[src/rtl/pne_pkg.sv]
// Shared types and constants of the point normal estimator.
// Depends on nothing; used by the controller, the datapath and the top level.
`default_nettype none
package pne_pkg;

  localparam int unsigned MAXD_W     = 17;
  localparam logic [MAXD_W-1:0] MAXD_RESET = 17'd80000;
  localparam int unsigned NRM_W      = 16;
  localparam int unsigned Q_W        = 16;
  localparam logic [Q_W-1:0] UNIT_Q14 = 16'd16384;
  localparam int unsigned MUL_W      = 32;
  localparam int unsigned SUM_W      = 62;
  localparam int unsigned ROOT_W     = 63;
  localparam int unsigned LEN_W      = 32;
  localparam int unsigned NMAG_W     = 30;
  localparam int unsigned CNT_W      = 6;
  localparam int unsigned ROOT_STEPS = 32;
  localparam int unsigned DIV_STEPS  = 16;
  localparam int unsigned CROSS_OPS  = 6;
  localparam int unsigned SQ_OPS     = 3;

  // product selects: six cross terms, then three squares
  localparam logic [3:0] SEL_SQ0 = 4'd6;

  typedef struct packed {
    logic       load;
    logic       diff;
    logic       mul;
    logic [3:0] mul_sel;
    logic       norm;
    logic       root_init;
    logic       root_step;
    logic       div_init;
    logic       div_step;
    logic       div_fin;
    logic       emit_mid;
    logic       emit_end;
    logic       shift_win;
  } pne_cmd_t;

  typedef struct packed {
    logic [1:0] held;
    logic       mid_inr;
    logic       eoc;
    logic       m_zero;
    logic       norm_done;
    logic       out_free;
  } pne_sts_t;

endpackage
`default_nettype wire

[src/rtl/pne_controller.sv]
// Sequencer of the point normal estimator: steps the datapath through one request.
// Depends on pne_pkg; commands pne_datapath.
`default_nettype none
module pne_controller import pne_pkg::*; (
  input  wire logic     clk_i,
  input  wire logic     rst_ni,
  input  wire logic     in_valid_i,
  output logic          in_ready_o,
  input  wire pne_sts_t sts_i,
  output pne_cmd_t      cmd_o
);

  typedef enum logic [3:0] {
    S_IDLE, S_DIFF, S_MUL, S_NORM, S_SQR, S_ROOT, S_DIV,
    S_EMIT_MID, S_EMIT_END, S_SHIFT
  } state_e;

  state_e state_q, state_d;
  logic [CNT_W-1:0] cnt_q, cnt_d;

  assign in_ready_o = (state_q == S_IDLE);

  always_comb begin
    state_d = state_q;
    cnt_d   = cnt_q + 1'b1;
    cmd_o   = '0;
    case (state_q)
      S_IDLE: begin
        cnt_d = '0;
        if (in_valid_i) begin
          cmd_o.load = 1'b1;
          if (sts_i.held == 2'd0)
            state_d = S_SHIFT;
          else if (sts_i.held == 2'd2 && sts_i.mid_inr)
            state_d = S_DIFF;
          else
            state_d = S_EMIT_MID;
        end
      end
      S_DIFF: begin
        cmd_o.diff = 1'b1;
        cnt_d      = '0;
        state_d    = S_MUL;
      end
      S_MUL: begin
        if (cnt_q < CNT_W'(CROSS_OPS)) begin
          cmd_o.mul     = 1'b1;
          cmd_o.mul_sel = cnt_q[3:0];
        end else begin
          state_d = S_NORM;
        end
      end
      S_NORM: begin
        cnt_d = '0;
        if (sts_i.m_zero)         state_d = S_EMIT_MID;
        else if (sts_i.norm_done) state_d = S_SQR;
        else                      cmd_o.norm = 1'b1;
      end
      S_SQR: begin
        if (cnt_q < CNT_W'(SQ_OPS)) begin
          cmd_o.mul     = 1'b1;
          cmd_o.mul_sel = SEL_SQ0 + cnt_q[3:0];
        end else begin
          cnt_d   = '0;
          state_d = S_ROOT;
        end
      end
      S_ROOT: begin
        if (cnt_q == '0) cmd_o.root_init = 1'b1;
        else             cmd_o.root_step = 1'b1;
        if (cnt_q == CNT_W'(ROOT_STEPS)) begin
          cnt_d   = '0;
          state_d = S_DIV;
        end
      end
      S_DIV: begin
        if (cnt_q == '0)                        cmd_o.div_init = 1'b1;
        else if (cnt_q <= CNT_W'(DIV_STEPS))    cmd_o.div_step = 1'b1;
        else begin
          cmd_o.div_fin = 1'b1;
          state_d       = S_EMIT_MID;
        end
      end
      S_EMIT_MID: begin
        if (sts_i.out_free) begin
          cmd_o.emit_mid = 1'b1;
          state_d        = sts_i.eoc ? S_EMIT_END : S_SHIFT;
        end
      end
      S_EMIT_END: begin
        if (sts_i.out_free) begin
          cmd_o.emit_end  = 1'b1;
          cmd_o.shift_win = 1'b1;
          state_d         = S_IDLE;
        end
      end
      S_SHIFT: begin
        if (sts_i.eoc) begin
          state_d = S_EMIT_END;
        end else begin
          cmd_o.shift_win = 1'b1;
          state_d         = S_IDLE;
        end
      end
      default: state_d = S_IDLE;
    endcase
  end

  always_ff @(posedge clk_i or negedge rst_ni) begin
    if (!rst_ni) begin
      state_q <= S_IDLE;
      cnt_q   <= '0;
    end else begin
      state_q <= state_d;
      cnt_q   <= cnt_d;
    end
  end

endmodule
`default_nettype wire

[config.mk]
export PLATFORM = sky130hd
export DESIGN_NAME = pne_controller
export DESIGN_NICKNAME = d
export VERILOG_FILES = /design/src/rtl/pne_pkg.sv /design/src/rtl/pne_controller.sv
export SDC_FILE = /design/constraint.sdc
export NUM_CORES = 1
export LEC_CHECK = 0
export BUFFER_PORTS_ARGS = -buffer_cell sky130_fd_sc_hd__buf_4
export CELL_PAD_IN_SITES_DETAIL_PLACEMENT = 1
export CELL_PAD_IN_SITES_GLOBAL_PLACEMENT = 1
export CORE_UTILIZATION = 39
export CTS_CLUSTER_SIZE = 16
export DETAILED_ROUTE_END_ITERATION = 7
export PLACE_DENSITY_LB_ADDON = 0.1
export RECOVER_POWER = 100
export SLEW_MARGIN = 0
export SYNTH_ARGS = -nofsm -noshare
export SYNTH_HDL_FRONTEND = slang
export SYNTH_SLANG_ARGS = --single-unit
[constraint.sdc]
create_clock -name clk_i -period 6.4 [get_ports clk_i]
set_input_delay 0.64 -clock clk_i [delete_from_list [all_inputs] [get_ports clk_i]]
set_output_delay 0.64 -clock clk_i [all_outputs]
set_load 0.05 [all_outputs]
## After elaboration in Yosys (flattened, before gate mapping)

Cells that the tools add are included.

| storage, ports and cells | value |
|---|---|
| memory bits (read-only) | 0 |
| bits in latches | 0 |
| output and inout port bits | 17 |
| word-level logic and storage cells | 73 |
| RAM bits | 0 |
| memories | 0 |
| flip-flop bits (word level) | 10 |
| input bits | 10 |

| operators by class | value |
|---|---|
| div/mod/pow operators | 0 |
| order comparisons | 3 |
| reduce and logical (&&, ||, !) cells | 6 |
| shifts and indexed selects | 0 |
| mux-type cells | 40 |
| $mul | 0 |
| bitwise operators | 0 |
| add/sub/neg operators | 2 |
| equal/unequal tests | 20 |

Operator list:

| operator | count |
|---|---|
| 4-bit two-way mux | 12 |
| 4-bit case mux with 10 select lines | 1 |
| 6-bit case mux with 3 select lines | 1 |
| 4-bit by 3-bit == test with 1-bit output (second input constant) | 4 |
| 2-bit inequality test (second input constant) | 8 |
| 1-bit two-way mux | 15 |
| 6-bit two-way mux | 2 |
| 5-bit two-way mux | 2 |
| 5-bit case mux with 2 select lines | 1 |
| 9-bit AND reduction | 1 |
| 4-bit by 2-bit == test with 1-bit output (second input constant) | 2 |
| 4-bit == test (second input constant) | 2 |
| 6-bit by 1-bit adder with 6-bit output (second input constant) | 1 |
| 6-bit == test (second input constant) | 1 |
| 6-bit by 5-bit less-or-equal comparator with 1-bit output (second input constant) | 1 |
| 6-bit logical NOT | 1 |
| 6-bit by 2-bit less-than comparator with 1-bit output (second input constant) | 1 |
| 6-bit by 3-bit less-than comparator with 1-bit output (second input constant) | 1 |
| 2-bit two-way mux | 3 |
| 3-bit two-way mux | 2 |
| 3-bit by 4-bit adder with 4-bit output (first input constant) | 1 |
| 4-bit by 1-bit == test with 1-bit output (second input constant) | 1 |
| 4-bit logical NOT | 1 |
| 3-bit inequality test (second input constant) | 1 |
| 5 further kinds | 5 |

## Logic depth before layout (Yosys ltp)

Gate-level depths: netlist of the first run.

| depth | value |
|---|---|
| depth in word-level cells | 6 |
| depth in mapped cells | 8 |
| mapped depth without buffers | 7 |

## Worst setup path before layout of the first run

Ideal clock, no wire load.

| path | value |
|---|---|
| path type | register to register |
| start point | register state_q[3] |
| end point | register state_q[0] |
| period minus slack after synthesis | 3.294 ns |
| library setup time | 0.125 ns |
| path slack | 3.106 ns |
| cell stages (with the launch flop) | 7 |
| buffers on the path | 1 |
| data required time | 6.275 ns |
| data arrival time | 3.169 ns |
| cell sequence | dfrtp_1 > buf_6 > nor2_2 > nor4b_1 > a221o_1 > or4_4 > mux2_4 |

| on the way | value |
|---|---|
| cells in the longest elaborated chain, start to end | 3 |
| elaborated cells between the ends (all ways) | 21 |
| those cells by class | eq/ne: 18; mux: 1; reduce/logical: 2 |

RTL lines:

| element | RTL line | RTL |
|---|---|---|
| from (decl) | pne_controller.sv:18 | `state_e state_q, state_d;` |
| from (signal assigned) | pne_controller.sv:114 | `state_q <= state_d;` |
| 4-bit by 2-bit == test with 1-bit output (tied with other cells) | pne_controller.sv:27 | `case (state_q)` |
| 3-bit inequality test (no source line) or 2-bit inequality test (tied branches) | - |  |
| 9-bit AND reduction (no source line) | - |  |

Parallel ways exist; a longest one is shown, timed or not.
A chain may end at the register's enable or synchronous reset.

==> flow_summary.json, run 1 <==
{
  "cp_max_fo": 8,
  "r2r_end": "state_q[1]",
  "synth_top_family_by_area": "simple AND/OR/NAND/NOR gates",
  "rows": 17,
  "dr.pass1.iters": 4,
  "htreeDepth": 1,
  "cts_resized": 0,
  "synth_area_um2": 957,
  "tns_ns": 0,
  "die_h_um": 51.5,
  "die_x_um": 51.5,
  "synth-seq-cells": 10,
  "slew_violations": 0,
  "dr_wl_met2_um": 1130,
  "wirelength_um": 2590,
  "viasPerCell": 5.43,
  "path_clk_slew_ns": 0.06,
  "antenna_found_initial": 0,
  "grt_overflow": 0,
  "avgRoutedWirePerCell_um": 14.9,
  "syn_to_final_growth_pct": 14.0,
  "postRouteAntennaNets": 0,
  "core_area_mm2": 0.00225,
  "vias": 945,
  "grt_pass1_wl_um": 4350,
  "relSlewSlack_pct": 59.9,
  "numCtsBuffers": 3,
  "gr-usage-all-layers_pct": 22.0,
  "yosys.area_share.simple_pct": 35.3,
  "grt_pass1_vias": 910,
  "finalSetupViolCount": 0,
  "r2r_cells": 6,
  "status": "finished clean",
  "r2r_start": "state_q[0]",
  "rsz0062_at_grt": "false",
  "maxCapViolCount": 0,
  "drive_gt1_share_pct": 13.7,
  "tightest_slew_ns": 0.604,
  "yosysSeqAreaShare_pct": 26.1,
  "synth_nets": 136,
  "path_delay_family": "simple AND/OR/NAND/NOR gates",
  "hold_viol": 0,
  "ioPinCount": 27,
  "worst_setup_path_end_kind": "primary output",
  "dp_hpwl_um": 2090,
  "cp.required_ns": 5.76,
  "hp-class": "in2async",
  "worstSetupStartpointType": "flip-flop",
  "fin_skew_ns": 0.00631,
  "cts_buffer_depth": 2,
  "ctsHoldBuffers": 0,
  "cp_slowest_cell": "dfrtp_1",
  "irDropWorstVdd_uv": 242,
  "finalPower_mw": 0.584,
  "synthXorXnorAreaFrac_pct": 3.66,
  "grt_max_degree": 21,
  "dieArea_mm2": 0.00266,
  "clock.fmax_mhz": 325,
  "synth_cell_type_count": 40,
  "synth.avg_cell_area_um2": 7.85,
  "cts_tree": "yes",
  "post-cts-setup-buffers": 0,
  "fin_crit_ns": 3.08,
  "crit_chain": "inv_1, ha_1, or3b_2, a21oi_1, nor2b_1, and2_1, clkbuf_1",
  "rrSetupSlack_ns": 3.85,
  "start_util_pct": 42.5,
  "n_fill_cell": 299,
  "wl_met3_um": 123,
  "critPathMaxStageDelay_ns": 0.48,
  "yosysWarnings": 0,
  "cts-root-buf": "clkbuf_4",
  "synth_compound_area_share_pct": 15.0,
  "synthAdderAreaFrac_pct": 5.23,
  "synth.area.mux_share_pct": 5.75,
  "crit_buf_inv": 2,
  "critical_path.startpoint": "cnt_q[2]",
  "drt-initial-drc-count": 8,
  "synthCells": 122,
  "powerDensity_mw_per_mm2": 535,
  "maxUsedRoutingLayer": "met4",
  "cp.arrival_ns": 2.44,
  "leakage_nw": 0.513,
  "wl_met1_um": 1310,
  "io_buffer_count": 26,
  "antennaDiodeCount": 0,
  "nNetsFinal": 161,
  "crit_type": "reg2out",
  "cts.sinks": 10,
  "period_share_pct": 48.1,
  "place.gp.congestion": 0.818,
  "drc": 0,
  "clk-insertion-delay-late_ns": 0.27
}
## per-stage QoR
stage	hold slack [ns]	instances	setup WS (ns)	utilization [%]	cell area (µm²)
final	0.316	174	3.32	48.4	1090
after global routing	0.353	174	3.16	48.4	1090
after CTS	0.181	174	3.57	52.2	1180
after detailed placement	0.473	170	3.87	50.6	1140
after global placement	0.471	170	3.91	50.6	1140
after floorplan	0.344	122	3.11	-	957
## cell usage in the layout, fill, tap and decap left out, drive strengths merged, types with 2 or more instances in the layout
| cell | Yosys | routed |
|---|---|---|
| and2 | 2 | 2 |
| or3 | 2 | 2 |
| nor2 | 15 | 15 |
| dfrtp | 10 | 10 |
| clkbuf | 0 | 20 |
| nor2b | 6 | 6 |
| nand4 | 3 | 3 |
| and3 | 4 | 4 |
| nor3 | 7 | 7 |
| nand3 | 6 | 6 |
| buf | 6 | 10 |
| xor2 | 4 | 4 |
| o21ai | 2 | 2 |
| mux2 | 3 | 3 |
| ha | 4 | 4 |
| a21oi | 14 | 14 |
| inv | 10 | 10 |
| nand2 | 8 | 8 |
| nor4 | 2 | 2 |
## worst register-to-register path, cell delays in order, from the launching register on
cell     delay [ns]
dfrtp_1        0.71
nor2_1         0.23
nand2_4        0.13
inv_2          0.04
a221o_1        0.33
or4_1          0.61
mux2_1         0.38
## registers in the layout, summed over array words and instances, names as in the netlist
name     count
state_q      4
cnt_q        6
## cell usage after synthesis
master	count	share of area [%]
inv_2	1	0.39
and2_1	2	1.3
a41o_1	1	1.0
nor2b_4	1	1.4
or3_1	2	1.3
o21ai_0	2	1.0
inv_1	9	3.5
and3_1	2	1.3
nand2b_1	1	0.65
buf_1	1	0.39
buf_2	2	1.0
a31oi_1	1	0.65
nor3_2	1	1.0
buf_6	3	3.5
xor2_1	4	3.7
nand3_1	6	3.1
nand2_4	1	1.2
nor2b_1	5	3.3
nor2_2	1	0.65
nand4_1	3	2.0
o22ai_1	1	0.65
o21bai_1	1	0.78
ha_1	4	5.2
mux2i_1	1	1.0
or3b_2	1	0.92
a221o_1	1	1.0
a21oi_1	14	7.3
or4_4	1	1.2
nor3_1	6	3.1
nand2_1	7	2.7
a22o_1	1	0.92
o21a_1	1	0.78
o211ai_1	1	0.78
nor4b_1	1	0.92
or2b_1	1	0.78
dfrtp_1	10	26
nor4_1	2	1.3
mux2_4	3	4.7
and3_2	2	1.6
nor2_1	14	5.5
## cell families (layout without fill, tap and decap cells)
family                     Yosys count  count (layout)
AOI/OAI and AO/OA                   24              24
and+or+nand+nor                     60              60
muxes                                4               4
buffers and inverters               16              40
adders and majority gates            4               4
xor gates and xnor gates             4               4
DFF                                 10              10
## worst max path at each step
stage | end | slack, ns | cells after the start
2_1_floorplan | state_q[0] | 3.11 | 6
3_3_place_gp | cmd_o[4] | 3.91 | 7
3_5_place_dp | cmd_o[4] | 3.87 | 7
4_1_cts | cmd_o[4] | 3.57 | 7
5_1_grt | cmd_o[4] | 3.16 | 7
6_report | cmd_o[4] | 3.32 | 7
## per-layer routing
metal  up-vias  global-route usage, %
met5         -                      0
met4         0                   8.11
met3         2                   2.05
met2        25                   35.1
met1       442                   30.8
li1        476                      -
## cell type report
cell class | count | area (µm²) | area share [%]
multi-input combinational | 96 | 597 | 54.7
sequential | 10 | 250 | 22.9
inverter | 10 | 37.5 | 3.44
clock buffer | 4 | 36.3 | 3.33
timing repair buffer | 26 | 135 | 12.4
tap | 28 | 35.0 | 3.21
## power breakdown
part	leakage (nW)	switching, mW	total (mW)	internal (mW)
Sequential	0.128	0.0568	0.142	0.0857
Combinational	0.364	0.257	0.386	0.129
Clock	0.0210	0.0208	0.0553	0.0345
(Power assumes the default switching activity.)
==> run 2, diff against run 1 <==
--- a/config.mk
+++ b/config.mk
@@ -8,7 +8,7 @@
 export BUFFER_PORTS_ARGS = -buffer_cell sky130_fd_sc_hd__buf_4
 export CELL_PAD_IN_SITES_DETAIL_PLACEMENT = 1
 export CELL_PAD_IN_SITES_GLOBAL_PLACEMENT = 1
-export CORE_UTILIZATION = 39
+export CORE_UTILIZATION = 37
 export CTS_CLUSTER_SIZE = 16
 export DETAILED_ROUTE_END_ITERATION = 7
 export PLACE_DENSITY_LB_ADDON = 0.1
==> constraint.sdc (replaced) <==
create_clock -name clk_i -period 3.2 [get_ports clk_i]
set_input_delay 0.32 -clock clk_i [delete_from_list [all_inputs] [get_ports clk_i]]
set_output_delay 0.32 -clock clk_i [all_outputs]
set_load 0.05 [all_outputs]
==> run 2 against run 1 <==
  * Final cell count up 1.7%
  * Largest power group unchanged
  * Combinational power is 110% higher
  * Critical path type unchanged
  * Critical path depth is the same
  * Non-clock buffer count rose by 2
  * Highest routed layer unchanged
==> flow_summary.json, run 2 (synthesis results as in run 1) <==
{
  "viasPerCell": 5.32,
  "dp_hpwl_um": 2080,
  "worstSetupStartpointType": "flip-flop",
  "nNetsFinal": 163,
  "cts.sinks": 10,
  "io_buffer_count": 26,
  "cts_tree": "yes",
  "reg_top3": "cnt_q (6), state_q (4)",
  "path_clk_slew_ns": 0.07,
  "worstHoldEndpoint": "state_q[3]",
  "vias": 942,
  "maxCapViolCount": 0,
  "grt_overflow": 0,
  "placed_cell_area_mm2": 0.00116,
  "cp_slowest_cell": "dfrtp_1",
  "hp-class": "in2reg",
  "die_x_um": 52.9,
  "cts_buffer_depth": 2,
  "htreeDepth": 1,
  "r2r_end": "state_q[2]",
  "crit_buf_inv": 2,
  "irDropWorstVdd_uv": 470,
  "ioPinCount": 27,
  "grt_pass1_vias": 978,
  "drc": 0,
  "fin_skew_ns": 0.00275,
  "dieArea_mm2": 0.00279,
  "finalSetupViolCount": 0,
  "crit_chain": "inv_1, ha_1, or3b_2, a21oi_1, nor2b_1, and2_1, clkbuf_1",
  "tightest_slew_ns": 0.607,
  "start_util_pct": 39.0,
  "place.gp.congestion": 0.853,
  "grt_max_degree": 20,
  "r2r_start": "state_q[1]",
  "regMostFlops": "cnt_q",
  "dr.pass1.iters": 4,
  "cp_max_fo": 8,
  "drive_gt1_share_pct": 14.3,
  "wirelength_um": 2710,
  "crit_type": "reg2out",
  "cts_resized": 0,
  "ctsHoldBuffers": 1,
  "leakage_nw": 0.519,
  "cts-root-buf": "clkbuf_4",
  "finalPower_mw": 1.16,
  "cp.arrival_ns": 2.47,
  "die_h_um": 52.9,
  "avgRoutedWirePerCell_um": 15.3,
  "n_fill_cell": 325,
  "postRouteAntennaNets": 0,
  "powerDensity_mw_per_mm2": 1060,
  "final_util_pct": 44.9,
  "path_delay_family": "simple AND/OR/NAND/NOR gates",
  "fin_crit_ns": 2.79,
  "numCtsBuffers": 3,
  "core_area_mm2": 0.00245,
  "relSlewSlack_pct": 59.7,
  "slew_violations": 0,
  "clock.fmax_mhz": 359,
  "cp.required_ns": 2.88,
  "grt_pass1_wl_um": 4510,
  "hold_ws_ns": 0.299,
  "whs_path_depth": 2,
  "hold_viol": 0,
  "critPathMaxStageDelay_ns": 0.48,
  "final_cell_mix": "nor2_1 (15), clkbuf_1 (15), a21oi_1 (14)",
  "antennaDiodeCount": 0,
  "worst_setup_path_end_kind": "primary output",
  "stdcell_area_mm2": 0.00110,
  "tns_ns": 0,
  "rsz0062_at_grt": "false",
  "r2r_cells": 5,
  "period_share_pct": 87.1,
  "clk-insertion-delay-late_ns": 0.27,
  "antenna_found_initial": 0,
  "largest_reg_flops": 6,
  "gr-usage-all-layers_pct": 22.1,
  "status": "finished clean",
  "rrSetupSlack_ns": 0.81,
  "post-cts-setup-buffers": 0,
  "syn_to_final_growth_pct": 15.0,
  "rows": 18,
  "drt-initial-drc-count": 6,
  "hold_start": "sts_i[0]"
}
-- run 2: how the worst max path moves through the flow --
stage                    start    endpoint  slack [ns]  depth (start not counted)
floorplan             cnt_q[2]   cmd_o[10]        0.42                          4
global placement    state_q[1]  state_q[0]        0.95                          5
detailed placement  state_q[1]  state_q[2]        0.91                          5
CTS                   cnt_q[2]    cmd_o[4]        0.65                          7
global route          cnt_q[2]    cmd_o[4]        0.29                          7
finish                cnt_q[2]    cmd_o[4]        0.41                          7
-- run 2: per-layer routing --
layer | share of wire (%) | vias up | track usage (%)
met2 | 44 | 24 | 35.2
met3 | 3.9 | 8 | 1.15
met4 | 2.8 | 0 | 12.3
met5 | 0 | - | 0
met1 | 49 | 433 | 29.3
li1 | - | 477 | -
-- run 2: cell type report --
| cell class | count | area (µm²) | area share [%] |
|---|---|---|---|
| multi-input combinational | 96 | 597 | 54.2 |
| sequential | 10 | 250 | 22.7 |
| timing repair buffer | 28 | 156 | 14.2 |
| inverter | 10 | 37.5 | 3.41 |
| tap | 30 | 37.5 | 3.41 |
| clock buffer | 3 | 22.5 | 2.05 |
-- run 2: metrics by stage --
stage | std cells | setup slack (ns)
floorplan | 122 | 0.424
global placement | 173 | 0.951
detailed placement | 173 | 0.909
CTS | 177 | 0.654
global route | 177 | 0.286
finish | 177 | 0.414
-- run 2: power by group --
group / switching (mW) / internal [mW]
combinational: 0.546 / 0.271
clock: 0.0456 / 0.0436
sequential: 0.0848 / 0.172
total: 0.676 / 0.486
==> run 3, diff against run 2 <==
--- a/config.mk
+++ b/config.mk
@@ -11,9 +11,11 @@
 export CORE_UTILIZATION = 37
 export CTS_CLUSTER_SIZE = 16
 export DETAILED_ROUTE_END_ITERATION = 7
+export MAX_ROUTING_LAYER = met4
 export PLACE_DENSITY_LB_ADDON = 0.1
 export RECOVER_POWER = 100
 export SLEW_MARGIN = 0
 export SYNTH_ARGS = -nofsm -noshare
 export SYNTH_HDL_FRONTEND = slang
 export SYNTH_SLANG_ARGS = --single-unit
+export TNS_END_PERCENT = 1
==> run 3 against run 2 <==
  * Core utilization unchanged
  * Combinational power about the same
  * Worst hold slack about the same
  * Clock skew about the same
  * Flip-flop and latch count unchanged
  * Highest routed layer unchanged
  * Sequential share of layout area unchanged
  * Die area unchanged
==> flow_summary.json, run 3 (synthesis results as in run 1) <==
{
  "tightest_slew_ns": 0.594,
  "irDropWorstVdd_uv": 471,
  "worstHoldEndpoint": "state_q[3]",
  "vias": 944,
  "die_h_um": 52.9,
  "finalPower_mw": 1.16,
  "place.gp.congestion": 0.867,
  "crit_type": "reg2out",
  "cp.arrival_ns": 2.46,
  "worst_setup_path_end_kind": "primary output",
  "path_clk_slew_ns": 0.07,
  "fin_crit_ns": 2.78,
  "largest_reg_flops": 6,
  "start_util_pct": 39.0,
  "grt_pass1_vias": 978,
  "hold_viol": 0,
  "cp.required_ns": 2.88,
  "powerDensity_mw_per_mm2": 1060,
  "hold_start": "sts_i[0]",
  "post-cts-setup-buffers": 0,
  "antennaDiodeCount": 0,
  "antenna_found_initial": 0,
  "dp_hpwl_um": 2080,
  "rsz0062_at_grt": "false",
  "rows": 18,
  "finalSetupViolCount": 0,
  "wirelength_um": 2710,
  "core_area_mm2": 0.00245,
  "clk-insertion-delay-late_ns": 0.27,
  "n_fill_cell": 325,
  "dp_cells": 173,
  "syn_to_final_growth_pct": 15.0,
  "reg_top3": "cnt_q (6), state_q (4)",
  "ff_latch_area_um2": 250,
  "multiInputGateArea_um2": 597,
  "die_x_um": 52.9,
  "cp_max_fo": 8,
  "rrSetupSlack_ns": 0.81,
  "htreeDepth": 1,
  "period_share_pct": 87.0,
  "regMostFlops": "cnt_q",
  "grt_overflow": 0,
  "nNetsFinal": 163,
  "cts_tree": "yes",
  "cts.sinks": 10,
  "r2r_end": "state_q[2]",
  "hold_ws_ns": 0.299,
  "drt-initial-drc-count": 5,
  "drive_gt1_share_pct": 14.3,
  "cts_buffer_depth": 2,
  "maxCapViolCount": 0,
  "viasPerCell": 5.33,
  "fin_skew_ns": 0.00277,
  "relSlewSlack_pct": 60.0,
  "avgRoutedWirePerCell_um": 15.3,
  "drc": 0,
  "ioPinCount": 27,
  "hp-class": "in2reg",
  "final_cell_mix": "nor2_1 (15), clkbuf_1 (15), a21oi_1 (14)",
  "io_buffer_count": 26,
  "postRouteAntennaNets": 0,
  "gr-usage-all-layers_pct": 22.6,
  "numCtsBuffers": 3,
  "dieArea_mm2": 0.00279,
  "dr.pass1.iters": 4,
  "slew_violations": 0,
  "worstSetupStartpointType": "flip-flop",
  "whs_path_depth": 2,
  "status": "finished clean",
  "grt_max_degree": 20,
  "tns_ns": 0,
  "cts-root-buf": "clkbuf_4",
  "clock.fmax_mhz": 359,
  "grt_pass1_wl_um": 4510,
  "r2r_cells": 5,
  "instances_no_fill": 177,
  "r2r_start": "state_q[1]",
  "leakage_nw": 0.519
}
[run 3: cell counts in the layout (fill, tap and decap cells not counted)]
Identical to the previous run, type by type.
[run 3: power by group]
| part | total, mW | internal (mW) | switching (mW) |
|---|---|---|---|
| registers | 0.257 | 0.172 | 0.0849 |
| clock network | 0.0893 | 0.0436 | 0.0457 |
| logic | 0.817 | 0.271 | 0.546 |
| total | 1.16 | 0.486 | 0.677 |
[run 3: worst max path at each step]
| stage | slack, ns | start | endpoint |
|---|---|---|---|
| after CTS | 0.65 | cnt_q[2] | cmd_o[4] |
| after detailed placement | 0.91 | state_q[1] | state_q[2] |
| after floorplan | 0.42 | cnt_q[2] | cmd_o[10] |
| after global routing | 0.29 | cnt_q[2] | cmd_o[4] |
| after global placement | 0.95 | state_q[1] | state_q[0] |
| final | 0.42 | cnt_q[2] | cmd_o[4] |
[run 3: final cells by class]
type / count / area share (%)
multi-input combinational: 96 / 54.2
inverter: 10 / 3.41
sequential: 10 / 22.7
tap: 30 / 3.41
clock buffer: 3 / 2.05
timing repair buffer: 28 / 14.2
[run 3: timing repair]
item | 4_1_cts | 5_1_grt
hold buffers | 1 | 0
resized for setup | 0 | 0
hold endpoints to repair | 10 | 0
[run 3: critical path, stage by stage, from the launching register on]
cell      delay [ns]
dfrtp_1         0.48
inv_1           0.14
ha_1            0.17
or3b_2          0.44
a21oi_1         0.18
nor2b_1         0.18
and2_1          0.14
clkbuf_1        0.46
[run 3: metrics by stage]
step | utilization (%) | area [µm²] | setup slack [ns]
after CTS | 48.4 | 1190 | 0.654
after detailed placement | 47.1 | 1160 | 0.909
after global placement | 47.1 | 1160 | 0.951
after global routing | 44.9 | 1100 | 0.286
final | 44.9 | 1100 | 0.416
after floorplan | - | 963 | 0.424
[run 3: routing by layer]
metal | routed length (µm) | track usage (%) | part of all wire, % | vias to the layer above
li1 | - | - | - | 476
met1 | 1330 | 29.3 | 49 | 436
met2 | 1190 | 35.2 | 44 | 24
met3 | 107 | 1.15 | 4.0 | 8
met4 | 76 | 12.3 | 2.8 | 0
met5 | 0 | - | 0 | -
